--- src/rtl/lpp_pkg.sv ---
`timescale 1ns / 1ps
// ----------------------------------------------------------------------------
// Lidar point projection package
// Shared widths, register indexes and pipeline stage counts.
// ----------------------------------------------------------------------------
package lpp_pkg;

  localparam int PointW    = 24;
  localparam int RotW      = 18;
  localparam int TransW    = 20;
  localparam int CamW      = 29;
  localparam int NormW     = 28;
  localparam int NormShift = 24;
  localparam int DivQBits  = 27;
  localparam logic [DivQBits-1:0] NormLimit = 27'd67108864;

  localparam int SqrtInW  = 48;
  localparam int SqrtBits = 24;

  localparam int CfgIdxW  = 3;
  localparam int CfgDataW = 64;

  localparam logic [CfgIdxW-1:0] RegRot0     = 3'd0;
  localparam logic [CfgIdxW-1:0] RegRot1     = 3'd1;
  localparam logic [CfgIdxW-1:0] RegRot2     = 3'd2;
  localparam logic [CfgIdxW-1:0] RegTrans    = 3'd3;
  localparam logic [CfgIdxW-1:0] RegFocal    = 3'd4;
  localparam logic [CfgIdxW-1:0] RegPrincpal = 3'd5;
  localparam logic [CfgIdxW-1:0] RegRadial   = 3'd6;
  localparam logic [CfgIdxW-1:0] RegTangent  = 3'd7;

  localparam int DivLat    = DivQBits + 2;
  localparam int SqrtLat   = SqrtBits;
  localparam int StageCam  = 2;
  localparam int PixRegs   = 10;
  localparam int StagePix  = StageCam + DivLat + PixRegs;
  localparam int StageFrac = StageCam + SqrtLat + 3;
  localparam int ColorRegs = StagePix - StageFrac;
  localparam int BehRegs   = StagePix - StageCam;

  typedef struct packed {
    logic [7:0] red;
    logic [7:0] green;
    logic [7:0] blue;
  } rgb_t;

endpackage

--- src/rtl/lpp_div.sv ---
`timescale 1ns / 1ps
// ----------------------------------------------------------------------------
// Pipelined normalizing divider
// Computes num * 2^24 / den truncated toward zero and saturated to +-4.0,
// one quotient bit per stage.
// ----------------------------------------------------------------------------
module lpp_div (
  input  logic                             clk_i,
  input  logic                             rst_ni,
  input  logic                             valid_i,
  input  logic signed [lpp_pkg::CamW-1:0]  num_i,
  input  logic signed [lpp_pkg::CamW-1:0]  den_i,
  output logic                             valid_o,
  output logic signed [lpp_pkg::NormW-1:0] quot_o
);

  localparam int QB   = lpp_pkg::DivQBits;
  localparam int DenW = lpp_pkg::CamW - 1;
  localparam int RemW = DenW + QB;

  logic [RemW-1:0] rem_q [QB];
  logic [DenW-1:0] den_q [QB];
  logic [QB-1:0]   quo_q [QB+1];
  logic            neg_q [QB+1];
  logic            ovf_q [QB+1];
  logic            vld_q [QB+1];

  logic [lpp_pkg::CamW-1:0] mag;
  logic [QB-1:0]            qmag;
  logic                     out_vld_q;
  logic signed [lpp_pkg::NormW-1:0] quot_q;

  assign mag = num_i[lpp_pkg::CamW-1] ? lpp_pkg::CamW'(-num_i) : lpp_pkg::CamW'(num_i);

  always_ff @(posedge clk_i) begin
    rem_q[0] <= RemW'({mag, {lpp_pkg::NormShift{1'b0}}});
    den_q[0] <= den_i[DenW-1:0];
    quo_q[0] <= '0;
    neg_q[0] <= num_i[lpp_pkg::CamW-1];
    ovf_q[0] <= (DenW+3)'(mag) >= {den_i[DenW-1:0], 3'b000};
  end

  always_ff @(posedge clk_i or negedge rst_ni) begin
    if (!rst_ni) begin
      vld_q[0] <= 1'b0;
    end else begin
      vld_q[0] <= valid_i;
    end
  end

  for (genvar k = 0; k < QB; k++) begin : g_stage
    logic [RemW-1:0] trial;
    logic            take;

    assign trial = RemW'(den_q[k]) << (QB - 1 - k);
    assign take  = rem_q[k] >= trial;

    always_ff @(posedge clk_i) begin
      quo_q[k+1] <= {quo_q[k][QB-2:0], take};
      neg_q[k+1] <= neg_q[k];
      ovf_q[k+1] <= ovf_q[k];
    end

    if (k < QB - 1) begin : g_carry
      always_ff @(posedge clk_i) begin
        rem_q[k+1] <= take ? rem_q[k] - trial : rem_q[k];
        den_q[k+1] <= den_q[k];
      end
    end

    always_ff @(posedge clk_i or negedge rst_ni) begin
      if (!rst_ni) begin
        vld_q[k+1] <= 1'b0;
      end else begin
        vld_q[k+1] <= vld_q[k];
      end
    end
  end

  assign qmag = (ovf_q[QB] || quo_q[QB] > lpp_pkg::NormLimit) ? lpp_pkg::NormLimit : quo_q[QB];

  always_ff @(posedge clk_i) begin
    quot_q <= neg_q[QB] ? -$signed(lpp_pkg::NormW'(qmag)) : $signed(lpp_pkg::NormW'(qmag));
  end

  always_ff @(posedge clk_i or negedge rst_ni) begin
    if (!rst_ni) begin
      out_vld_q <= 1'b0;
    end else begin
      out_vld_q <= vld_q[QB];
    end
  end

  assign valid_o = out_vld_q;
  assign quot_o  = quot_q;

endmodule

--- config.mk ---
export PLATFORM = sky130hd
export DESIGN_NAME = lpp_div
export DESIGN_NICKNAME = d
export VERILOG_FILES = /design/src/rtl/lpp_pkg.sv /design/src/rtl/lpp_div.sv
export SDC_FILE = /design/constraint.sdc
export NUM_CORES = 2
export LEC_CHECK = 0
export BUFFER_PORTS_ARGS = -buffer_cell sky130_fd_sc_hd__buf_2
export CAP_MARGIN = 0
export CORE_MARGIN = 3
export CORE_UTILIZATION = 60
export CTS_CLUSTER_DIAMETER = 50
export DETAILED_ROUTE_END_ITERATION = 6
export PLACE_DENSITY = 0.78
export REMOVE_ABC_BUFFERS = 1
export SYNTH_ARGS = -nofsm -noshare
export SYNTH_HDL_FRONTEND = slang
export SYNTH_SLANG_ARGS = --single-unit
--- constraint.sdc ---
create_clock -name clk_i -period 8.82 [get_ports clk_i]
set_input_delay 1.323 -clock clk_i [delete_from_list [all_inputs] [get_ports clk_i]]
set_output_delay 1.323 -clock clk_i [all_outputs]
set_load 0.02 [all_outputs]
# Word-level counts from Yosys, hierarchy flattened
# Memories as Yosys holds them, arrays and structs flattened.
# Cells that the tools add are included.
[totals]
mem_bits_ro = 0
latchBits = 0
mem_bits_rw = 3053
register_bits = 57
memories = 5
input_bits = 61
[classes]
n_bitwise = 0
muxes = 29
order_cmp = 29
n_reduce_logical = 1
n_addsub = 28
n_shift = 0
div_mod_pow = 0
mul = 0
n_eq_ne = 0
[mem_list]
columns = ["name", "depth", "width", "rd", "rd_ports_with_merged_regs", "write_ports", "line", "source"]
rows = [
  ["rem_q", 27, 55, 27, 0, 27, "lpp_div.sv:21", "logic [RemW-1:0] rem_q [QB];"],
  ["den_q", 27, 28, 27, 0, 27, "lpp_div.sv:22", "logic [DenW-1:0] den_q [QB];"],
  ["quo_q", 28, 27, 28, 0, 28, "lpp_div.sv:23", "logic [QB-1:0] quo_q [QB+1];"],
  ["neg_q", 28, 1, 28, 0, 28, "lpp_div.sv:24", "logic neg_q [QB+1];"],
  ["ovf_q", 28, 1, 28, 0, 28, "lpp_div.sv:25", "logic ovf_q [QB+1];"],
]
[op_table]
columns = ["cell", "count"]
rows = [
  ["$mux W55", 26],
  ["$ge A55 B28 Y1", 1],
  ["$ge A55 B29 Y1", 1],
  ["$ge A55 B30 Y1", 1],
  ["$ge A55 B31 Y1", 1],
  ["$ge A55 B32 Y1", 1],
  ["$ge A55 B33 Y1", 1],
  ["$ge A55 B34 Y1", 1],
  ["$ge A55 B35 Y1", 1],
  ["$ge A55 B36 Y1", 1],
  ["$ge A55 B37 Y1", 1],
  ["$ge A55 B38 Y1", 1],
  ["$ge A55 B39 Y1", 1],
  ["$ge A55 B40 Y1", 1],
  ["$ge A55 B41 Y1", 1],
  ["$ge A55 B42 Y1", 1],
  ["$ge A55 B43 Y1", 1],
  ["$ge A55 B44 Y1", 1],
  ["$ge A55 B45 Y1", 1],
  ["$ge A55 B46 Y1", 1],
  ["$ge A55 B47 Y1", 1],
  ["$ge A55 B48 Y1", 1],
  ["$ge A55 B49 Y1", 1],
  ["$ge A55 B50 Y1", 1],
  ["37 further kinds", 38],
]

# Logic depth before layout (Yosys ltp)
# An unclocked memory read counts as a cell.
[depth]
ltp_word = 6
mapped_depth = 18

# Least setup slack after synthesis
# No wires, ideal clock.
[synth_timing]
kind = "input port to flip-flop"
from = "input port num_i[8] (netlist bit)"
to = "memory ovf_q[0][0]"
setup_slack_ps = 4141
setup_time_ps = 128
required_time_ps = 8692
arrival_time_ps = 4550
n_path_buf = 0
path_stages = 16
cell_sequence = "or4_1 or2_2 nor3_1 nand2_1 or4_1 or4_1 o21ai_0 xnor2_1 ha_1 a21o_1 a21oi_1 nor2b_1 o21ai_0 nand2b_1 a21oi_1 o32ai_1"
[synth_lines]
columns = ["item", "line", "source"]
rows = [
  ["start, declared", "lpp_div.sv:11", "input logic signed [lpp_pkg::CamW-1:0] num_i,"],
  ["end, declared", "lpp_div.sv:25", ""],
]

==> metrics <==
I/O Pins 90; Post-synth EDFFs 0; fin cells 14.06k; Synth cell types 97; fmax 0.2104 GHz; # H-tree levels 4; CP delay by family, top simple AND/OR/NAND/NOR gates; pwr dens 396.8 nW/µm²; initial antenna violation count 12; synth warn 0; worst-margin pin slew 1124 ps; GR Util met3 0.04783; Worst Skew 39.15 ps; root buf cell clkbuf_16; Tmin final 4752 ps; row cnt 152; gr ovfl total 0; gr usage total 0.2966; final period utilization 0.5388; Critical Path Start Type flip-flop; final wirelength 273900 µm; first-pass GRT wire length 428500 µm; Worst Path Buf+Inv 1; multi-input logic area 52910 µm²; die area 180000 µm²; maximum clock insertion buffer count 3; status finished with violations; HPWL Detailed 211100 µm; CP max-delay cell nor2b_1; Synth Register Bits 2358; worst relative slew slack 0.2490; hold_ws 320.5 ps; WP data arrival 5550 ps; Async SR Flop Fraction 0.01230; crit path kind reg -> reg; vias in the first global route 78.61k; critical path peak fanout 15; Die Wd 424.3 µm; initial core utilization 0.6078; Min-Delay Path Class reg -> reg; layout cell share with drive strength beyond 1 0.06677; Avg WL per Cell 19.49 µm; Netlist Area Pre-Place 105000 µm²; Design Area, Final 116300 µm²; cell count after placement 13.60k; Post-synth top flop dfxtp_1; Area Growth Syn to Fin 10.76%; Setup TNS 0 ps; DRC viols 9; leading cell types in the layout, fill and taps excluded dfxtp_1, inv_1, nand2_1; commonest non-fill, non-tap cell in the layout dfxtp_1; Core ar. 172700 µm²; Hold Fails Final Rpt 0; Seq/Total Area, Yosys 0.4511; Synth Area in Adders 0.09818; Synth Area in XOR/XNOR 0.08094; cell count after synthesis 11.45k; routability cong. 0.9553; Port Buf Inserts 88; CP dominant cell by count nand2_1; complex-gate fraction of the synthesized area 0.1700; violated checks DRC; 1st-iter DRT viols 6738; CTS buffer count 241; Worst-Skew Late Latency 910 ps; max-slew violations 0; Via Count 81.29k; Seq. cell area 47350 µm²; Worst setup EP type flip-flop; Pleak 51.57 nW; Worst EP required 9620 ps; critical path, cell by cell or4_1, or3_4, or3_1, nor4_4, nand2_1, a21oi_2, buf_4, nand2_1, ha_1, nor2b_1, nor2_1, a41o_1, a21oi_1; grt met1 use 0.4028; CP max stage delay 660 ps; Max-Cap Viols 0; Fillers 13.76k; Routed Antenna Nets 0; GR Util met2 0.4784; Setup Buffers After CTS 0; final setup violating endpoints 0; CTS resizes 0; main combinational cell family by area after synthesis compound AO/OA/AOI/OAI gates; mux cell area share after synthesis 0.01260; simple-gate share of the synthesized area 0.1412; DR vias/cell 5.783; syn avg cell area 9.168 µm²; RSZ-0062 raised after global routing false; share of the synthesized area in the top cell type 0.4442; chip height 424.3 µm; CTS clock-pin slew for the worst setup and hold paths 70 ps; Post-DP Area 107500 µm²; drt first pass iters 7; area leader, netlist dfxtp_1; CTS tree yes; nets 12.40k; busiest metal layer after global routing met2; largest net degree at the start of global routing 62; Synth area leaders dfxtp_1, ha_1, xnor2_1; number of clock sinks 2358; VDD IR max 0.2688 mV; number of hold buffers added after cts 0
worst reg2reg max path, stage by stage (launching register included):
cell and delay, ps:
dfxtp_1 360, or4_1 640, or3_4 450, or3_1 380, nor4_4 370, nand2_1 210, a21oi_2 180, buf_4 230
nand2_1 110, ha_1 300, nor2b_1 660, nor2_1 380, a41o_1 300, a21oi_1 130
flip-flops by register name, indices dropped and copies added, names as in the netlist:
name	cells
den_q	756
neg_q	28
ovf_q	28
quo_q	378
quot_o	28
rem_q	1111
valid_o	1
vld_q	28
area by class of cell:
type                            instances  share of cell area
Antenna cell                            5           0.0001076
Inverter                              995             0.03213
Multi-Input combinational cell       7818              0.4551
Sequential cell                      2358              0.4073
Clock buffer                          294             0.05565
Tap cell                             2310             0.02486
Clock inverter                        159             0.01918
Timing Repair Buffer                  117            0.005661
power breakdown:
part / internal (W) / switching (W) / total (W)
combinational: 0.00802 / 0.0109 / 0.0190
clock: 0.00633 / 0.00449 / 0.0108
sequential: 0.0138 / 0.00252 / 0.0164
total: 0.0282 / 0.0179 / 0.0461
synthesized netlist by cell type, drive strengths merged, types with 213 or more instances:
| master | count |
|---|---|
| a21o | 389 |
| a21oi | 814 |
| clkbuf | 213 |
| dfxtp | 2329 |
| ha | 782 |
| inv | 995 |
| nand2 | 960 |
| nor2 | 691 |
| nor3 | 241 |
| o21ai | 828 |
| xnor2 | 502 |
| xor2 | 468 |
cell families after synthesis:
family | count (synthesis)
xor gates and xnor gates | 970
buffers and inverters | 1273
and+or+nand+nor | 3058
DFF | 2358
muxes | 118
AOI/OAI and AO/OA | 2864
adders and majority gates | 808
metrics by stage:
| step | util | setup WS [ps] | total power, W |
|---|---|---|---|
| 2_1_floorplan | - | 3135 | 0.02974 |
| 3_3_place_gp | 0.6228 | 3425 | 0.03461 |
| 3_5_place_dp | 0.6228 | 3520 | 0.03493 |
| 4_1_cts | 0.6731 | 4172 | 0.04597 |
| 5_1_grt | 0.6731 | 3888 | 0.04905 |
| 6_report | 0.6732 | 4068 | 0.04612 |
routing by layer:
layer,share of wire,up-vias
li1,-,39910
met1,0.45,38070
met2,0.45,2705
met3,0.065,593
met4,0.035,4
met5,0.000099,-
path summary, 6_finish.rpt:
path                               from           end  depth (start not counted)  slack [ps]
min in group asynchronous        rst_ni      vld_q[0]                          1         440
max                        quo_q[27][2]     quot_o[4]                         13        4070
min                        quo_q[25][1]  quo_q[26][2]                          0         320
max in group asynchronous        rst_ni     vld_q[13]                          1        7990
max reg2reg                quo_q[27][2]     quot_o[4]                         13        4070
min reg2reg                quo_q[25][1]  quo_q[26][2]                          0         320
Power figures use the tool's default switching activity.
