## src/rtl/lpp_pkg.sv

```systemverilog
`timescale 1ns / 1ps
// ----------------------------------------------------------------------------
// Lidar point projection package
// Shared widths, register indexes and pipeline stage counts.
// ----------------------------------------------------------------------------
package lpp_pkg;

  localparam int PointW    = 24;
  localparam int RotW      = 18;
  localparam int TransW    = 20;
  localparam int CamW      = 29;
  localparam int NormW     = 28;
  localparam int NormShift = 24;
  localparam int DivQBits  = 27;
  localparam logic [DivQBits-1:0] NormLimit = 27'd67108864;

  localparam int SqrtInW  = 48;
  localparam int SqrtBits = 24;

  localparam int CfgIdxW  = 3;
  localparam int CfgDataW = 64;

  localparam logic [CfgIdxW-1:0] RegRot0     = 3'd0;
  localparam logic [CfgIdxW-1:0] RegRot1     = 3'd1;
  localparam logic [CfgIdxW-1:0] RegRot2     = 3'd2;
  localparam logic [CfgIdxW-1:0] RegTrans    = 3'd3;
  localparam logic [CfgIdxW-1:0] RegFocal    = 3'd4;
  localparam logic [CfgIdxW-1:0] RegPrincpal = 3'd5;
  localparam logic [CfgIdxW-1:0] RegRadial   = 3'd6;
  localparam logic [CfgIdxW-1:0] RegTangent  = 3'd7;

  localparam int DivLat    = DivQBits + 2;
  localparam int SqrtLat   = SqrtBits;
  localparam int StageCam  = 2;
  localparam int PixRegs   = 10;
  localparam int StagePix  = StageCam + DivLat + PixRegs;
  localparam int StageFrac = StageCam + SqrtLat + 3;
  localparam int ColorRegs = StagePix - StageFrac;
  localparam int BehRegs   = StagePix - StageCam;

  typedef struct packed {
    logic [7:0] red;
    logic [7:0] green;
    logic [7:0] blue;
  } rgb_t;

endpackage

```

## src/rtl/lpp_sqrt.sv

```systemverilog
`timescale 1ns / 1ps
// ----------------------------------------------------------------------------
// Pipelined integer square root
// Floor square root of a 48-bit value, one result bit per stage.
// ----------------------------------------------------------------------------
module lpp_sqrt (
  input  logic                               clk_i,
  input  logic [lpp_pkg::SqrtInW-1:0]        rad_i,
  output logic [lpp_pkg::SqrtBits-1:0]       root_o
);

  localparam int SB = lpp_pkg::SqrtBits;
  localparam int VW = lpp_pkg::SqrtInW;
  localparam int RW = VW + 1;

  logic [VW-1:0] v_q   [SB-1];
  logic [RW-1:0] r_q   [SB];

  for (genvar k = 0; k < SB; k++) begin : g_stage
    logic [VW-1:0] vin;
    logic [RW-1:0] rin;
    logic [RW-1:0] bitv;
    logic [RW-1:0] sum;
    logic          take;

    if (k == 0) begin : g_first
      assign vin = rad_i;
      assign rin = '0;
    end else begin : g_next
      assign vin = v_q[k-1];
      assign rin = r_q[k-1];
    end

    assign bitv = RW'(1) << (2 * (SB - 1 - k));
    assign sum  = rin + bitv;
    assign take = RW'(vin) >= sum;

    always_ff @(posedge clk_i) begin
      r_q[k] <= take ? (rin >> 1) + bitv : rin >> 1;
    end

    if (k < SB - 1) begin : g_rem
      always_ff @(posedge clk_i) begin
        v_q[k] <= take ? vin - sum[VW-1:0] : vin;
      end
    end
  end

  assign root_o = r_q[SB-1][SB-1:0];

endmodule

```

## config.mk

```make
export PLATFORM = sky130hd
export DESIGN_NAME = lpp_sqrt
export DESIGN_NICKNAME = d
export VERILOG_FILES = /design/src/rtl/lpp_pkg.sv /design/src/rtl/lpp_sqrt.sv
export SDC_FILE = /design/constraint.sdc
export NUM_CORES = 2
export LEC_CHECK = 0
export BUFFER_PORTS_ARGS = -buffer_cell sky130_fd_sc_hd__buf_2
export CORE_AREA = 2 2 299 360
export DETAILED_ROUTE_END_ITERATION = 10
export DIE_AREA = 0 0 301 362
export PLACE_DENSITY = 0.72
export SLEW_MARGIN = 0
export SYNTH_ARGS = -nofsm -noshare
export SYNTH_HDL_FRONTEND = slang
export SYNTH_SLANG_ARGS = --single-unit
export TNS_END_PERCENT = 10
```

## constraint.sdc

```tcl
create_clock -name clk_i -period 8.84 [get_ports clk_i]
set_clock_uncertainty 0.05 [all_clocks]
set_input_delay 0.442 -clock clk_i [delete_from_list [all_inputs] [get_ports clk_i]]
set_output_delay 0.442 -clock clk_i [all_outputs]
set_load 0.03 [all_outputs]
```

Word level (Yosys, flattened, before mapping)
Memory sizes are Yosys's and may differ from the RTL's.
Cells that the tools add are included.
{"block": "classes", "add_sub_neg": 69, "magnitude_cmp": 24, "n_mux": 47}
{"op": "48-bit by 49-bit >= comparator with 1-bit output", "n": 23}
{"op": "49-bit 2-to-1 mux", "n": 23}
{"op": "48-bit 2-to-1 mux", "n": 23}
{"op": "48-bit subtractor", "n": 22}
{"op": "48-bit by 1-bit adder with 49-bit output, second input constant", "n": 1}
{"op": "48-bit by 11-bit adder with 49-bit output, second input constant", "n": 1}
{"op": "48-bit by 13-bit adder with 49-bit output, second input constant", "n": 1}
{"op": "48-bit by 15-bit adder with 49-bit output, second input constant", "n": 1}
{"op": "48-bit by 17-bit adder with 49-bit output, second input constant", "n": 1}
{"op": "48-bit by 19-bit adder with 49-bit output, second input constant", "n": 1}
{"op": "48-bit by 21-bit adder with 49-bit output, second input constant", "n": 1}
{"op": "48-bit by 23-bit adder with 49-bit output, second input constant", "n": 1}
{"op": "48-bit by 25-bit adder with 49-bit output, second input constant", "n": 1}
{"op": "48-bit by 27-bit adder with 49-bit output, second input constant", "n": 1}
{"op": "48-bit by 29-bit adder with 49-bit output, second input constant", "n": 1}
{"op": "48-bit by 3-bit adder with 49-bit output, second input constant", "n": 1}
{"op": "48-bit by 31-bit adder with 49-bit output, second input constant", "n": 1}
{"op": "48-bit by 33-bit adder with 49-bit output, second input constant", "n": 1}
{"op": "48-bit by 35-bit adder with 49-bit output, second input constant", "n": 1}
{"op": "48-bit by 37-bit adder with 49-bit output, second input constant", "n": 1}
{"op": "48-bit by 39-bit adder with 49-bit output, second input constant", "n": 1}
{"op": "48-bit by 41-bit adder with 49-bit output, second input constant", "n": 1}
{"op": "48-bit by 43-bit adder with 49-bit output, second input constant", "n": 1}
{"op": "48-bit by 45-bit adder with 49-bit output, second input constant", "n": 1}
{"op": "29 further kinds", "n": 29}
{"block": "totals", "register_bits": 0, "ramBits": 2280, "in_bits": 49, "out_inout_bits": 24, "word_cells": 142, "memories": 2}
{"memory": "r_q", "depth": 24, "width": 49, "rd": 24, "rd_clocked_by_memory_dff": 0, "wr": 24, "line": "lpp_sqrt.sv:17", "source": "logic [RW-1:0] r_q [SB];"}
{"memory": "v_q", "depth": 23, "width": 48, "rd": 23, "rd_clocked_by_memory_dff": 0, "wr": 23, "line": "lpp_sqrt.sv:16", "source": "logic [VW-1:0] v_q [SB-1];"}

Depth between registers and ports, before layout
An unclocked memory read counts as a cell.
{"block": "logic_depth", "ltp_word": 4, "depth_mapped": 13}

Least setup slack after synthesis
OpenSTA, ideal clock, no wires.
{"block": "synth_path", "path_type": "reg2reg", "start": "memory r_q[21][10] in the netlist's numbering", "end": "memory v_q[2][323] in the netlist's numbering", "arrival_time_ps": 2944, "t_required_ps": 8656, "path_slack_ps": 5712, "path_stages_with_launch": 13, "period_less_slack_ps": 3128, "path_cell_list": "dfxtp_1 inv_1 ha_1 buf_2 a21oi_1 nor2b_1 and3b_1 o41ai_1 a41oi_1 or4_1 clkbuf_1 nor4_1 xor2_1"}
{"element": "start, declared", "line": "lpp_sqrt.sv:17"}
{"element": "end, declared", "line": "lpp_sqrt.sv:16"}

==> results.txt <==
* Result of the run: complete, but fails checks
- Violations in the final reports: capacitance limit, slew limit
- Hold timing on the final database bottoms out at a slack of ~0.26 ns.
- Number of cells upsized or downsized after cts: 0
- By area the synthesized netlist is led by sky130_fd_sc_hd__dfxtp_1, sky130_fd_sc_hd__ha_1, sky130_fd_sc_hd__xnor2_1.
* Worst path max stage delay: 1.21 ns
- Leading cell types in the layout, fill and taps excluded: sky130_fd_sc_hd__dfxtp_1, sky130_fd_sc_hd__inv_1, sky130_fd_sc_hd__nor2_1
- Die outline area: about 110000 sq um
- In the synthesized netlist the async set-or-reset flop fraction comes to 0%.
* Area of the placeable core: around 110000 sq um
* Final count of hold timing violations: 0
- Unique cell type count in the Yosys netlist: 80
- Hold Crit Depth: 2
* Share of the synthesized area in the top cell type: a little over half
* Pin count of the biggest net entering global routing: 44
- For this block, the via count after detailed routing is 36900.
- Across the run, the number of max-cap violations was 2.
* Static Leakage: ~27 nW
* Fin crit period: 4.35 ns
- Net count after synthesis: 5552
* Number of routed nets with antenna violations: 0
* Biggest fanout along the worst timing path: 5
- Final Max Slew Viols: 4
* Final critical-path share of the clock period: 49.2%
- Counting flops and latches in the post-synthesis netlist gives 1404.
* Routability congestion estimate from global placement: about 1
* Initial drt markers: approximately 1700
- Warnings, synthesis: 0
* Number of enable-type register cells in the synthesized netlist: 0
* Biggest area consumer among synthesized cells: sky130_fd_sc_hd__dfxtp_1
* Initial antenna violation count: 2
- IO Port Bufs: 72
- Most common cell after layout, fill and taps aside: sky130_fd_sc_hd__dfxtp_1
- Area used by multi-input combinational logic: 22600 sq um
- The via count of the first global-routing pass was about 38000.
- From synthesis to final layout, the design area changed by 14.0%.
- CTS built an H-tree with a depth of 4.
* Final setup violation count: 0
* Global-route usage over all layers: 22.4%
- CP Buf/Inv Count: 2
- Max Fclk: around 0.23 GHz
* Router iterations before antenna repair: 5
- The worst setup path is captured at a flip-flop.
- Highest ir drop seen on vdd: 271 uV
- Gate family responsible for the most delay along the worst path: simple AND/OR/NAND/NOR gates
- The largest individual stage delay along the critical path comes from the cell sky130_fd_sc_hd__nor4_1.
* Part of the Yosys area used for sequential elements: 53.6%
- Register-to-Register Path Depth: 11
- Once placement finished, the instance area stood at 54400 sq um.
* Relative slew slack: -6.43%
- The critical path runs through a total of 11 cells.
- Gate Count Post-Synth: roughly 5200
* Die width: 301 um
- The die is between 300 and 400 um tall.
* Sequential standard cell area: around 28000 sq um
- Critical path, cell by cell: inv_1 > ha_1 > nand4_1 > or4_1 > nor4_1 > or4_1 > nor3_2 > a2111oi_0 > buf_4 > nand2_1 > xnor2_1
- CTS clk-pin slew, worst paths: ~0.070 ns
* Estimated wirelength of the detail-placed design: 92900 um
- The critical path is of the flip-flop to flip-flop type.
- For this run, the post-layout net count is 5756.
- Root buffer cell: sky130_fd_sc_hd__clkbuf_16
- In the routed layout, each cell is associated on average with a via count of 5.36.
- Among all flip-flop cells after synthesis, the most frequent one is sky130_fd_sc_hd__dfxtp_1.
- Total routed wirelength: 122000 um
- Per-instance average area after synthesis: 10.1 sq um
* Maximum number of buffers from clock root to sink: 3
* DP Cell Count: around 6600
* I/O pin cnt: between 70 and 80
* Count of placed standard cells in the final layout, fillers left out: 6889
* Worst path most repeated cell: sky130_fd_sc_hd__or4_1
* Initial standard-cell utilization of the core: 49.6%
* Layout fillers: 8812
- The tree built by TritonCTS fans out to 1404 sinks.
* CP startpoint kind: flip-flop
- Dividing the detail-routed wire length by the instance count gives 17.8 um.
- TritonCTS built the clock tree.
- Data on the critical path is required at its endpoint by 9.41 ns.
- For this design the ratio of total power to cell area is between 300 and 400 nW/um^2.
* Hold wc startpoint: rad_i[39]
* GR Overflow Total: 0
- The first global-routing pass estimated 194000 um of wire.
- The critical path starts at r_q[9][35].
- Core occupancy in the finished layout: between 50% and 60%
- Worst Path Arrival: 4.92 ns
- Launch point of the worst reg-to-reg path: r_q[9][35]
- Cell Area, Synth: 52400 sq um
* Worst-skew pair later-pin latency: 0.77 ns
- Setup repair after global routing missed its margin: no
- The min-delay analysis places its worst path in the category input pin to flip-flop.
- Measured slew at the worst slew-check pin: ~1.6 ns
- Final non-filler cell area: 59800 sq um
- For this run, design rule violations remaining after detail routing come to 0.
* Share of cells above drive strength 1: 7.69%
- Summed over all failing endpoints, the final setup total negative slack is 0 ns.
- Total number of placement rows: ~130
- Clock tree synthesis inserted a total of 136 buffers.
## layout make-up
class / instances / share of cell area [%]
inverters: 384 / 2.41
well taps: 1396 / 2.92
clock inverters: 66 / 1.79
flip-flops and latches: 1404 / 47.0
diodes: 2 / 0.00837
clock buffers: 178 / 6.35
repair buffers: 138 / 1.63
multi-input cells: 3321 / 37.9
## worst paths after layout
kind	endpoint	slack, ns
setup / recovery	v_q[1][142]	4.49
hold / removal	v_q[0][39]	0.26
setup reg to reg	v_q[1][142]	4.49
hold reg to reg	r_q[20][16]	0.27
## state kept, by name, indices dropped and copies added, names as in the netlist
| signal | count |
|---|---|
| v_q | 1104 |
| r_q | 300 |
## synthesized netlist by cell type (53+ instances only)
master	n
sky130_fd_sc_hd__ha_1	322
sky130_fd_sc_hd__xor2_1	219
sky130_fd_sc_hd__xnor2_1	254
sky130_fd_sc_hd__o21ai_0	232
sky130_fd_sc_hd__o21a_1	53
sky130_fd_sc_hd__nand3_1	74
sky130_fd_sc_hd__nand4_1	82
sky130_fd_sc_hd__clkbuf_1	65
sky130_fd_sc_hd__dfxtp_1	1404
sky130_fd_sc_hd__a21oi_1	310
sky130_fd_sc_hd__nor3_1	133
sky130_fd_sc_hd__a21o_1	101
sky130_fd_sc_hd__nor4_1	186
sky130_fd_sc_hd__nor2_1	359
sky130_fd_sc_hd__nand2b_1	67
sky130_fd_sc_hd__nand2_1	336
sky130_fd_sc_hd__inv_1	380
## where the power goes
part	internal [mW]	switching, mW
registers	7.84	1.16
logic	2.40	2.97
clock network	3.58	2.52
total	13.8	6.64
## metrics by stage
step,power (mW),worst slack (ns)
after floorplan,12.9,5.71
after global placement,14.3,4.64
after detailed placement,14.4,4.66
after CTS,20.5,4.61
after global routing,21.6,4.37
final,20.5,4.49
## kinds of logic (layout without fill, tap and decap cells)
kind of cell / count (synthesis) / after routing / share of synthesized area [%]
adders and majority gates: 322 / 322 / 7.69
AOI/OAI and AO/OA: 919 / 919 / 10.9
xor gates and xnor gates: 473 / 473 / 7.90
buffers and inverters: 456 / 766 / 3.27
and+or+nand+nor: 1544 / 1544 / 15.3
DFF: 1404 / 1404 / 53.6
other: 0 / 2 / 0
muxes: 63 / 63 / 1.32
## repair_timing
action                                 4_1_cts  5_1_grt
hold buffers                                48        0
endpoints found under the hold margin       49        0
buffers inserted                             0        0
## per-layer routing
| metal | wire (um) | part of all wire, % | GRT usage [%] |
|---|---|---|---|
| met1 | 41600 | 34 | 19.5 |
| met2 | 68100 | 56 | 45.4 |
| met3 | 3490 | 2.8 | 3.09 |
| met4 | 9290 | 7.6 | 16.3 |
| met5 | 0 | 0 | 0 |
(Power assumes the default switching activity.)
